<file path="src/rtl/abcrf_pkg.sv">
// shared types, constants and register indexes for the clipped alpha-blend fill
package abcrf_pkg;

	localparam int COORD_BITS = 16;
	// coordinates keep at most the 16 bits of their slot
	localparam int CW = (COORD_BITS < 16) ? COORD_BITS : 16;

	localparam int CFG_IDX_BITS = 2;
	localparam int CFG_DATA_BITS = 64;

	localparam logic [CFG_IDX_BITS-1:0] REG_FILL_COLOR = 2'd0;
	localparam logic [CFG_IDX_BITS-1:0] REG_AREA_RECT = 2'd1;
	localparam logic [CFG_IDX_BITS-1:0] REG_BOUND_RECT = 2'd2;

	typedef logic signed [CW-1:0] coord_t;

	typedef struct packed {
		logic signed [15:0] pixel_x;
		logic signed [15:0] pixel_y;
		logic [31:0] background;
	} in_t;

	typedef struct packed {
		logic [23:0] pixel_out;
		logic written;
	} out_t;

	// live configuration as the datapath sees it
	typedef struct packed {
		logic [7:0] alpha;
		logic [23:0] color;
		coord_t left;
		coord_t top;
		coord_t right;
		coord_t bottom;
	} cfg_t;

	// what the clip stage hands to the blend pipeline
	typedef struct packed {
		logic hit;
		logic [23:0] bg;
	} clip_t;

endpackage

</file>
<file path="src/rtl/alpha_blend_clipped_rect_fill.sv">
// top level of the clipped alpha-blend rectangle fill
//
// Takes one background pixel with its coordinate per clock and returns one result per
// pixel, in order. A pixel inside the fill rectangle clipped to the bound rectangle
// (inclusive edges) gets the fill colour blended over it and written set; any other
// pixel passes through with written clear. Throughput is one transaction per clock while
// the output is taken; there are four register stages: clip test, channel multiply,
// divide by 255 and the output register. The pipeline only holds when the output is
// not taken. Configuration registers reset to zero; rectangle writes take effect for the
// next pixel accepted after the write, and colour writes also reach a pixel in the clip stage.
module alpha_blend_clipped_rect_fill
	import abcrf_pkg::*;
(
	input logic clk,
	input logic arst_n,
	input logic cfg_we,
	input logic [CFG_IDX_BITS-1:0] cfg_index,
	input logic [CFG_DATA_BITS-1:0] cfg_wdata,
	input logic in_valid,
	output logic in_ready,
	input in_t in_data,
	output logic out_valid,
	input logic out_ready,
	output out_t out_data
);

	cfg_t cfg;
	logic clip_valid;
	logic clip_ready;
	clip_t clip_data;

	abcrf_cfg u_cfg (
		.clk (clk),
		.arst_n (arst_n),
		.cfg_we (cfg_we),
		.cfg_index (cfg_index),
		.cfg_wdata (cfg_wdata),
		.cfg (cfg)
	);

	abcrf_clip u_clip (
		.clk (clk),
		.arst_n (arst_n),
		.cfg (cfg),
		.in_valid (in_valid),
		.in_ready (in_ready),
		.in_data (in_data),
		.out_valid (clip_valid),
		.out_ready (clip_ready),
		.out_data (clip_data)
	);

	abcrf_mix u_mix (
		.clk (clk),
		.arst_n (arst_n),
		.cfg (cfg),
		.in_valid (clip_valid),
		.in_ready (clip_ready),
		.in_data (clip_data),
		.out_valid (out_valid),
		.out_ready (out_ready),
		.out_data (out_data)
	);

`ifndef ASSERT_OFF
	// the input only stalls when the whole pipe is full behind a stalled output
	a_in_stall: assert property (@(posedge clk) disable iff (!arst_n)
		!in_ready |-> (out_valid && !out_ready && clip_valid))
		else $error("input stalled while pipeline can advance");
`endif

endmodule

</file>
<file path="src/rtl/abcrf_cfg.sv">
// configuration registers and the clipped rectangle derived from them
module abcrf_cfg
	import abcrf_pkg::*;
(
	input logic clk,
	input logic arst_n,
	input logic cfg_we,
	input logic [CFG_IDX_BITS-1:0] cfg_index,
	input logic [CFG_DATA_BITS-1:0] cfg_wdata,
	output cfg_t cfg
);

	logic [31:0] fill_color_q;
	logic [63:0] area_rect_q;
	logic [63:0] bound_rect_q;
	coord_t a_part [4];
	coord_t b_part [4];

	always_ff @(posedge clk or negedge arst_n) begin
		if (!arst_n) begin
			fill_color_q <= '0;
			area_rect_q <= '0;
			bound_rect_q <= '0;
		end else if (cfg_we) begin
			case (cfg_index)
				REG_FILL_COLOR: fill_color_q <= cfg_wdata[31:0];
				REG_AREA_RECT: area_rect_q <= cfg_wdata;
				REG_BOUND_RECT: bound_rect_q <= cfg_wdata;
				default: ;
			endcase
		end
	end

	// each edge is the low CW bits of its 16-bit slot, read as signed
	always_comb begin
		for (int k = 0; k < 4; k++) begin
			a_part[k] = coord_t'(area_rect_q[16*k +: CW]);
			b_part[k] = coord_t'(bound_rect_q[16*k +: CW]);
		end
	end

	always_comb begin
		cfg.alpha = fill_color_q[31:24];
		cfg.color = fill_color_q[23:0];
		cfg.left = (a_part[0] > b_part[0]) ? a_part[0] : b_part[0];
		cfg.top = (a_part[1] > b_part[1]) ? a_part[1] : b_part[1];
		cfg.right = (a_part[2] < b_part[2]) ? a_part[2] : b_part[2];
		cfg.bottom = (a_part[3] < b_part[3]) ? a_part[3] : b_part[3];
	end

endmodule

</file>
<file path="src/rtl/abcrf_clip.sv">
// first pipeline stage: inside test against the clipped rectangle
module abcrf_clip
	import abcrf_pkg::*;
(
	input logic clk,
	input logic arst_n,
	input cfg_t cfg,
	input logic in_valid,
	output logic in_ready,
	input in_t in_data,
	output logic out_valid,
	input logic out_ready,
	output clip_t out_data
);

	logic vld_s1;
	clip_t data_s1;
	coord_t x;
	coord_t y;
	logic hit;

	assign x = coord_t'(in_data.pixel_x[CW-1:0]);
	assign y = coord_t'(in_data.pixel_y[CW-1:0]);
	// an empty region fails one of these pairs for every coordinate
	assign hit = (x >= cfg.left) && (x <= cfg.right) &&
		(y >= cfg.top) && (y <= cfg.bottom);

	assign in_ready = !vld_s1 || out_ready;

	always_ff @(posedge clk or negedge arst_n) begin
		if (!arst_n) begin
			vld_s1 <= 1'b0;
		end else if (in_ready) begin
			vld_s1 <= in_valid;
		end
	end

	always_ff @(posedge clk) begin
		if (in_ready && in_valid) begin
			data_s1.hit <= hit;
			data_s1.bg <= in_data.background[23:0];
		end
	end

	assign out_valid = vld_s1;
	assign out_data = data_s1;

endmodule

</file>
<file path="src/rtl/abcrf_mix.sv">
// blend pipeline: channel products, divide by 255, sum and output select
module abcrf_mix
	import abcrf_pkg::*;
(
	input logic clk,
	input logic arst_n,
	input cfg_t cfg,
	input logic in_valid,
	output logic in_ready,
	input clip_t in_data,
	output logic out_valid,
	input logic out_ready,
	output out_t out_data
);

	// floor(p / 255) for p up to 255 * 255, by reciprocal with correction
	function automatic logic [7:0] div255(input logic [15:0] p);
		logic [16:0] s;
		s = {1'b0, p} + 17'd1 + {9'b0, p[15:8]};
		return s[15:8];
	endfunction

	logic [7:0] weight;
	logic rdy_s2, rdy_s3, rdy_s4;
	logic vld_s2, vld_s3, vld_s4;
	clip_t data_s2, data_s3;
	logic [15:0] pf_s2 [3];
	logic [15:0] pb_s2 [3];
	logic [7:0] qf_s3 [3];
	logic [7:0] qb_s3 [3];
	logic [8:0] sum [3];
	out_t data_s4;

	// top byte is transparency, the fill weight is its complement
	assign weight = 8'd255 - cfg.alpha;

	assign rdy_s4 = !vld_s4 || out_ready;
	assign rdy_s3 = !vld_s3 || rdy_s4;
	assign rdy_s2 = !vld_s2 || rdy_s3;
	assign in_ready = rdy_s2;

	always_ff @(posedge clk or negedge arst_n) begin
		if (!arst_n) begin
			vld_s2 <= 1'b0;
			vld_s3 <= 1'b0;
			vld_s4 <= 1'b0;
		end else begin
			if (rdy_s2) begin
				vld_s2 <= in_valid;
			end
			if (rdy_s3) begin
				vld_s3 <= vld_s2;
			end
			if (rdy_s4) begin
				vld_s4 <= vld_s3;
			end
		end
	end

	always_ff @(posedge clk) begin
		if (rdy_s2 && in_valid) begin
			data_s2 <= in_data;
			for (int c = 0; c < 3; c++) begin
				pf_s2[c] <= cfg.color[8*c +: 8] * weight;
				pb_s2[c] <= in_data.bg[8*c +: 8] * cfg.alpha;
			end
		end
	end

	always_ff @(posedge clk) begin
		if (rdy_s3 && vld_s2) begin
			data_s3 <= data_s2;
			for (int c = 0; c < 3; c++) begin
				qf_s3[c] <= div255(pf_s2[c]);
				qb_s3[c] <= div255(pb_s2[c]);
			end
		end
	end

	always_comb begin
		for (int c = 0; c < 3; c++) begin
			sum[c] = {1'b0, qf_s3[c]} + {1'b0, qb_s3[c]};
		end
	end

	always_ff @(posedge clk) begin
		if (rdy_s4 && vld_s3) begin
			data_s4.written <= data_s3.hit;
			if (data_s3.hit) begin
				data_s4.pixel_out <= {sum[2][7:0], sum[1][7:0], sum[0][7:0]};
			end else begin
				data_s4.pixel_out <= data_s3.bg;
			end
		end
	end

	assign out_valid = vld_s4;
	assign out_data = data_s4;

`ifndef ASSERT_OFF
	// the two weighted parts of a channel never carry past eight bits
	a_sum_fits: assert property (@(posedge clk) disable iff (!arst_n)
		vld_s3 |-> (sum[0] <= 9'd255) && (sum[1] <= 9'd255) && (sum[2] <= 9'd255))
		else $error("blend channel sum exceeds 255");

	// a full pipe held by the output keeps every transaction in place
	a_full_hold: assert property (@(posedge clk) disable iff (!arst_n)
		(vld_s2 && vld_s3 && vld_s4 && !out_ready) |=> (vld_s2 && vld_s3 && vld_s4))
		else $error("transaction lost in stalled blend pipeline");
`endif

endmodule

</file>
<file path="config.mk">
export PLATFORM = sky130hd
export DESIGN_NAME = alpha_blend_clipped_rect_fill
export DESIGN_NICKNAME = d
export VERILOG_FILES = /design/src/rtl/abcrf_pkg.sv /design/src/rtl/alpha_blend_clipped_rect_fill.sv /design/src/rtl/abcrf_cfg.sv /design/src/rtl/abcrf_clip.sv /design/src/rtl/abcrf_mix.sv
export SDC_FILE = /design/constraint.sdc
export NUM_CORES = 2
export LEC_CHECK = 0
export ABC_CLOCK_PERIOD_IN_PS = 4600
export BUFFER_PORTS_ARGS = -buffer_cell sky130_fd_sc_hd__buf_4
export CAP_MARGIN = 25
export CORE_MARGIN = 2
export CORE_UTILIZATION = 57
export CTS_CLUSTER_SIZE = 30
export DETAILED_ROUTE_END_ITERATION = 16
export GPL_ROUTABILITY_DRIVEN = 1
export PLACE_DENSITY = 0.75
export SETUP_SLACK_MARGIN = 0.1
export SYNTH_ARGS = -nofsm -noshare
export SYNTH_HDL_FRONTEND = slang
export SYNTH_SLANG_ARGS = --single-unit
export TNS_END_PERCENT = 50
</file>
<file path="constraint.sdc">
create_clock -name clk -period 4.6 [get_ports clk]
set_clock_uncertainty 0.15 [all_clocks]
set_input_delay 0.92 -clock clk [delete_from_list [all_inputs] [get_ports clk]]
set_output_delay 0.92 -clock clk [all_outputs]
set_load 0.03 [all_outputs]
</file>
Yosys cells after proc, flatten, opt, wreduce, memory -nomap -nowiden --
Memories as Yosys holds them, arrays and structs flattened. Index checks and enable logic that the tools add are counted.
Storage, ports and cells: flip-flop bits (word level) 264, latch bits 0, RAM bits 144, bits in read-only memories 0, input port bits 135, output and inout port bits 27, memories kept 4
Memory list:
- u_mix.pb_s2 | words 3, bits a word 16, read ports 3, clocked after Yosys merged registers in 0, wr ports 3, RTL line abcrf_mix.sv:28 | logic [15:0] pb_s2 [3];
- u_mix.pf_s2 | words 3, bits a word 16, read ports 3, clocked after Yosys merged registers in 0, wr ports 3, RTL line abcrf_mix.sv:27 | logic [15:0] pf_s2 [3];
- u_mix.qb_s3 | words 3, bits a word 8, read ports 3, clocked after Yosys merged registers in 0, wr ports 3, RTL line abcrf_mix.sv:30 | logic [7:0] qb_s3 [3];
- u_mix.qf_s3 | words 3, bits a word 8, read ports 3, clocked after Yosys merged registers in 0, wr ports 3, RTL line abcrf_mix.sv:29 | logic [7:0] qf_s3 [3];
Operators by class: add/subtract/negate cells 16, multipliers 6, div/mod/pow operators 0, magnitude comparators 8, eq/ne operators 2, shift operators 0, muxes and demuxes 9, bitwise gates (word level) 0, reduce and logical (&&, ||, !) cells 19
Operators by type and width (number):
- $add A16 B1 Y16 const B | 6
- $add A16 B8 Y16 | 6
- $mul A8 B8 Y16 | 6
- $mux W16 | 4
- $ge A16 B16 Y1 | 2
- $gt A16 B16 Y1 | 2
- $le A16 B16 Y1 | 2
- $lt A16 B16 Y1 | 2
- $add A8 B8 Y8 | 3
- $mux W24 | 1
- $sub A8 B8 Y8 const A | 1
- $logic_and A1 B1 Y1 | 7
- $reduce_and A2 Y1 | 3
- $logic_not A1 Y1 | 4
- $logic_or A1 B1 Y1 | 4
- $mux W1 | 4
- $eq A2 B1 Y1 const B | 1
- $eq A2 B2 Y1 const B | 1
- $logic_not A2 Y1 | 1

Logic depth before layout (Yosys ltp) --
depth after elaboration 7, mapped depth 17, depth with buffers taken out 15

Modules after synthesis --
A second synthesis with hierarchy kept.
Unflattened totals: cells, all modules 3042, area total of the unflattened synthesis 33397.0 µm²
By module, submodules not included:
- abcrf_mix | times used 1, cells an instance 2083, area an instance 22231.3 µm², seq. area each 6651.4 µm²
- abcrf_cfg | times used 1, cells an instance 702, area an instance 8677.1 µm², seq. area each 4003.8 µm²
- abcrf_clip | times used 1, cells an instance 257, area an instance 2488.6 µm², seq. area each 775.7 µm²

Worst setup path before layout --
Ideal clock, no wire load.
path type flip-flop to flip-flop, from reg u_cfg.fill_color_q[26], to mem u_mix.pb_s2[1][15] (netlist: u_mix.pb_s2[0][31]) (data pin), arrival time 4351 ps, setup slack -108 ps, stages on the path, launching flop included 17, path buffers 2, clock period less this slack 4708 ps, path through dfrtp_1 > buf_1 > clkbuf_1 > nand2_1 > fa_1 > fa_1 > inv_1 > fa_1 > inv_1 > fa_1 > inv_1 > ha_1 > nand2_1 > a21o_1 > a31oi_1 > mux2i_1 > a2111oi_0
RTL lines:
- from (decl) | RTL line abcrf_cfg.sv:13 | logic [31:0] fill_color_q;
- from (signal assigned) | RTL line abcrf_cfg.sv:26 | REG_FILL_COLOR: fill_color_q <= cfg_wdata[31:0];
- to (decl) | RTL line abcrf_mix.sv:28

==> results.cfg <==
[run_status]
status = finished clean

[die]
start_util = 0.577
die_h_um = 246
core_area_um2 = 57700
die_w_um = 246
die_area_um2 = 60400
rows = 88
io-pin-count = 162

[power]
power.density_nw_per_um2 = 824
p_comb_frac = 0.662
ir_drop_mv = 0.611
total_power_uw = 32000
p_sw_frac = 0.430
leakagePower_uw = 0.0179
power_frac_seq = 0.211
p_sw_uw = 13800
clkPwrFrac = 0.127
intPower_uw = 18200

[detailed_routing]
wl_um = 78000
ant_nets = 0
vias_per_cell = 5.77
wl_per_cell_um = 18.7
drc = 0
via_count = 24094
drtPass1Iterations = 8
drt_iter0_drc = 1598

[sta]
slew_headroom = 0.363
holdWs_ns = 0.255
slew_violations = 0
rsz0062_at_grt = true
final_hold_viol_count = 0
setup_viol = 0
tns_ns = 0
worst-slew-pin-transition_ns = 0.956
min_period_ns = 4.54
clock.fmax_mhz = 220
finalCritPeriodShare = 0.987

[synthesis]
synth_ff_type = edfxtp_1
synth_seq_area_share = 0.343
syn_area_um2 = 33300
syn_avg_cell_area_um2 = 10.6
async_flop_share = 0.402
yosysWarnings = 0
synth_edf_count = 244
synth_cells = 3135
syn_nets = 3894
synth_seq_cells = 408
yosysUniqueCellTypes = 68

[setup_path]
crit_path_end_kind = flop
rrSetupSlack_ns = 0.06
crit_slowest_cell = fa_1
cp_max_fo = 6
critPathKind = reg2reg
max_stage_delay_ns = 0.54
crit_buf_inv = 5
cp_data_arrival_time_ns = 4.72
crit_family = adder cells
cp_cell_sequence = buf_12 -> clkbuf_16 -> nor2b_1 -> fa_2 -> fa_1 -> inv_1 -> fa_1 -> inv_1 -> fa_1 -> ha_4 -> a211oi_1 -> nor2_2 -> o41ai_2 -> buf_4 -> nand3b_1 -> nand3_1
worst_path_most_repeated_cell = fa_1
worst_ep_required_time_ns = 4.78
worst_setup_path_start_kind = flop

[global_routing]
grt_use_total = 0.250
grt_max_degree = 84
grt_pass1_wl_um = 122000
antenna_found_initial = 2
gr-total-overflow = 0
grt_pass1_vias = 24858

[layout]
area_growth_pct = 16.6
fin_nets = 4133
layout_common_cells = 381 x ha_1, 359 x inv_1, 267 x nand2_1
fillCellCount = 4182
drive_gt1_frac = 0.201
final_core_util = 0.673
final_cells = 4178
mostFrequentLayoutCell = ha_1

[placed_design]
portBuffers = 153
dp_hpwl_um = 56400
placed_cells = 4046
place_congestion = 0.914

[cts]
insertion_delay_ns = 0.59
clock_tree.root_cell = clkbuf_16
cts_tree = built
cts_buffers = 48
clk_pin_slew_ns = 0.06
h-tree-depth = 2
clock-sinks = 408
cts.path.max_buffers = 3

[hold_path]
hold_path_class = in2async

[run]
maxCapViolations = 0
==> worst register-to-register path, stage by stage (launching register included) <==
cell	delay (ns)
dfrtp_2	0.47
buf_12	0.14
clkbuf_16	0.16
nor2b_1	0.07
fa_2	0.39
fa_1	0.50
inv_1	0.06
fa_1	0.54
inv_1	0.05
fa_1	0.48
ha_4	0.19
a211oi_1	0.27
nor2_2	0.08
o41ai_2	0.36
buf_4	0.19
nand3b_1	0.10
nand3_1	0.08
==> cells in the mapped netlist (all sizes together) (6+ instances only) <==
cell type	instances	area share
o21ai	86	0.013
nand2b	109	0.021
o211ai	24	0.0054
nor3	102	0.015
nor2b	119	0.022
ha	405	0.15
nand2	279	0.031
buf	16	0.0028
nor4	7	0.0013
nand3b	7	0.0016
inv	373	0.042
fa	219	0.13
mux2	175	0.059
a31oi	11	0.0021
xor2	31	0.0082
o211a	10	0.0030
a211oi	13	0.0032
o31ai	10	0.0023
or3	10	0.0020
a2111oi	8	0.0021
and3	26	0.0049
a21oi	113	0.017
dfrtp	164	0.12
xnor2	91	0.024
nand3	37	0.0056
mux2i	37	0.011
nand4	32	0.0060
a221oi	6	0.0016
and2	105	0.020
clkbuf	74	0.0083
a21o	48	0.011
o21a	15	0.0034
nor2	69	0.0079
edfxtp	244	0.22
==> logic make-up after synthesis <==
kind of cell,count (synthesis),share of synthesized area
buf+inv,463,0.0532
fa+ha+maj,624,0.284
xor+xnor,122,0.0321
mux,212,0.0704
compound gates,380,0.0731
simple gates,926,0.144
flops,408,0.343
==> registers in the layout (all words and copies together) (netlist names), 24 cells and up <==
| signal | flops |
|---|---|
| u_cfg.fill_color_q | 32 |
| u_clip.out_data | 25 |
| u_mix.pf_s2 | 48 |
| u_mix.data_s3 | 25 |
| u_cfg.bound_rect_q | 64 |
| u_mix.qf_s3 | 24 |
| u_mix.data_s2 | 25 |
| u_cfg.area_rect_q | 64 |
| u_mix.pb_s2 | 48 |
| u_mix.out_data | 25 |
| u_mix.qb_s3 | 24 |
==> repair_timing <==
action	CTS	global route
resized for setup	14	159
hold buffers	0	0
setup buffers	6	28
pin swaps	5	99
endpoints found under the hold margin	0	0
gates cloned	0	8
endpoints found under the setup margin	17	32
==> per-layer routing <==
| layer | global-route usage | vias to the layer above | share of wire |
|---|---|---|---|
| li1 | - | 11240 | - |
| met1 | 0.315 | 11849 | 0.40 |
| met2 | 0.430 | 799 | 0.49 |
| met3 | 0.0368 | 204 | 0.058 |
| met4 | 0.103 | 2 | 0.043 |
| met5 | 0 | - | 0.00015 |
==> area by class of cell <==
type / count / area, um2 / area share
sequential: 408 / 11400 / 0.295
multi-input combinational: 2264 / 20800 / 0.536
timing repair buffer: 279 / 2490 / 0.0640
inverter: 373 / 1400 / 0.0361
antenna: 1 / 2.50 / 0.0000645
clock inverter: 27 / 329 / 0.00848
clock buffer: 61 / 1380 / 0.0356
tap: 765 / 957 / 0.0247
==> path summary, 6_finish.rpt <==
| path | from | end | cells after the start |
|---|---|---|---|
| max in group asynchronous | arst_n | u_cfg.area_rect_q[37]$_DFFE_PN0P_ | 2 |
| min | arst_n | u_cfg.area_rect_q[56]$_DFFE_PN0P_ | 1 |
| min in group clk | u_mix.data_s2[10]$_DFFE_PP_ | u_mix.data_s3[10]$_DFFE_PP_ | 0 |
| min reg2reg | u_mix.data_s2[10]$_DFFE_PP_ | u_mix.data_s3[10]$_DFFE_PP_ | 0 |
| max | u_cfg.fill_color_q[27]$_DFFE_PN0P_ | u_mix.pf_s2[0][12]$_DFFE_PP_ | 16 |
| max reg2reg | u_cfg.fill_color_q[27]$_DFFE_PN0P_ | u_mix.pf_s2[0][12]$_DFFE_PP_ | 16 |
==> power groups by stage <==
stage / Combinational (uW) / Sequential [uW] / Clock, uW
6_report: 21200 / 6750 / 4050
3_5_place_dp: 18000 / 6770 / 0
4_1_cts: 18400 / 6710 / 4120
5_1_grt: 23600 / 6850 / 4270
2_1_floorplan: 13600 / 6600 / 0
3_3_place_gp: 17200 / 6710 / 0
==> stage by stage <==
stage	worst slack [ns]	instance area, um2
after floorplan	0.107	33300
after CTS	0.0520	37600
after global routing	-0.0610	38800
after global placement	-0.0131	35800
final	0.0611	38800
after detailed placement	-0.0915	35800
Note: power is estimated with default switching activity, not from simulation.
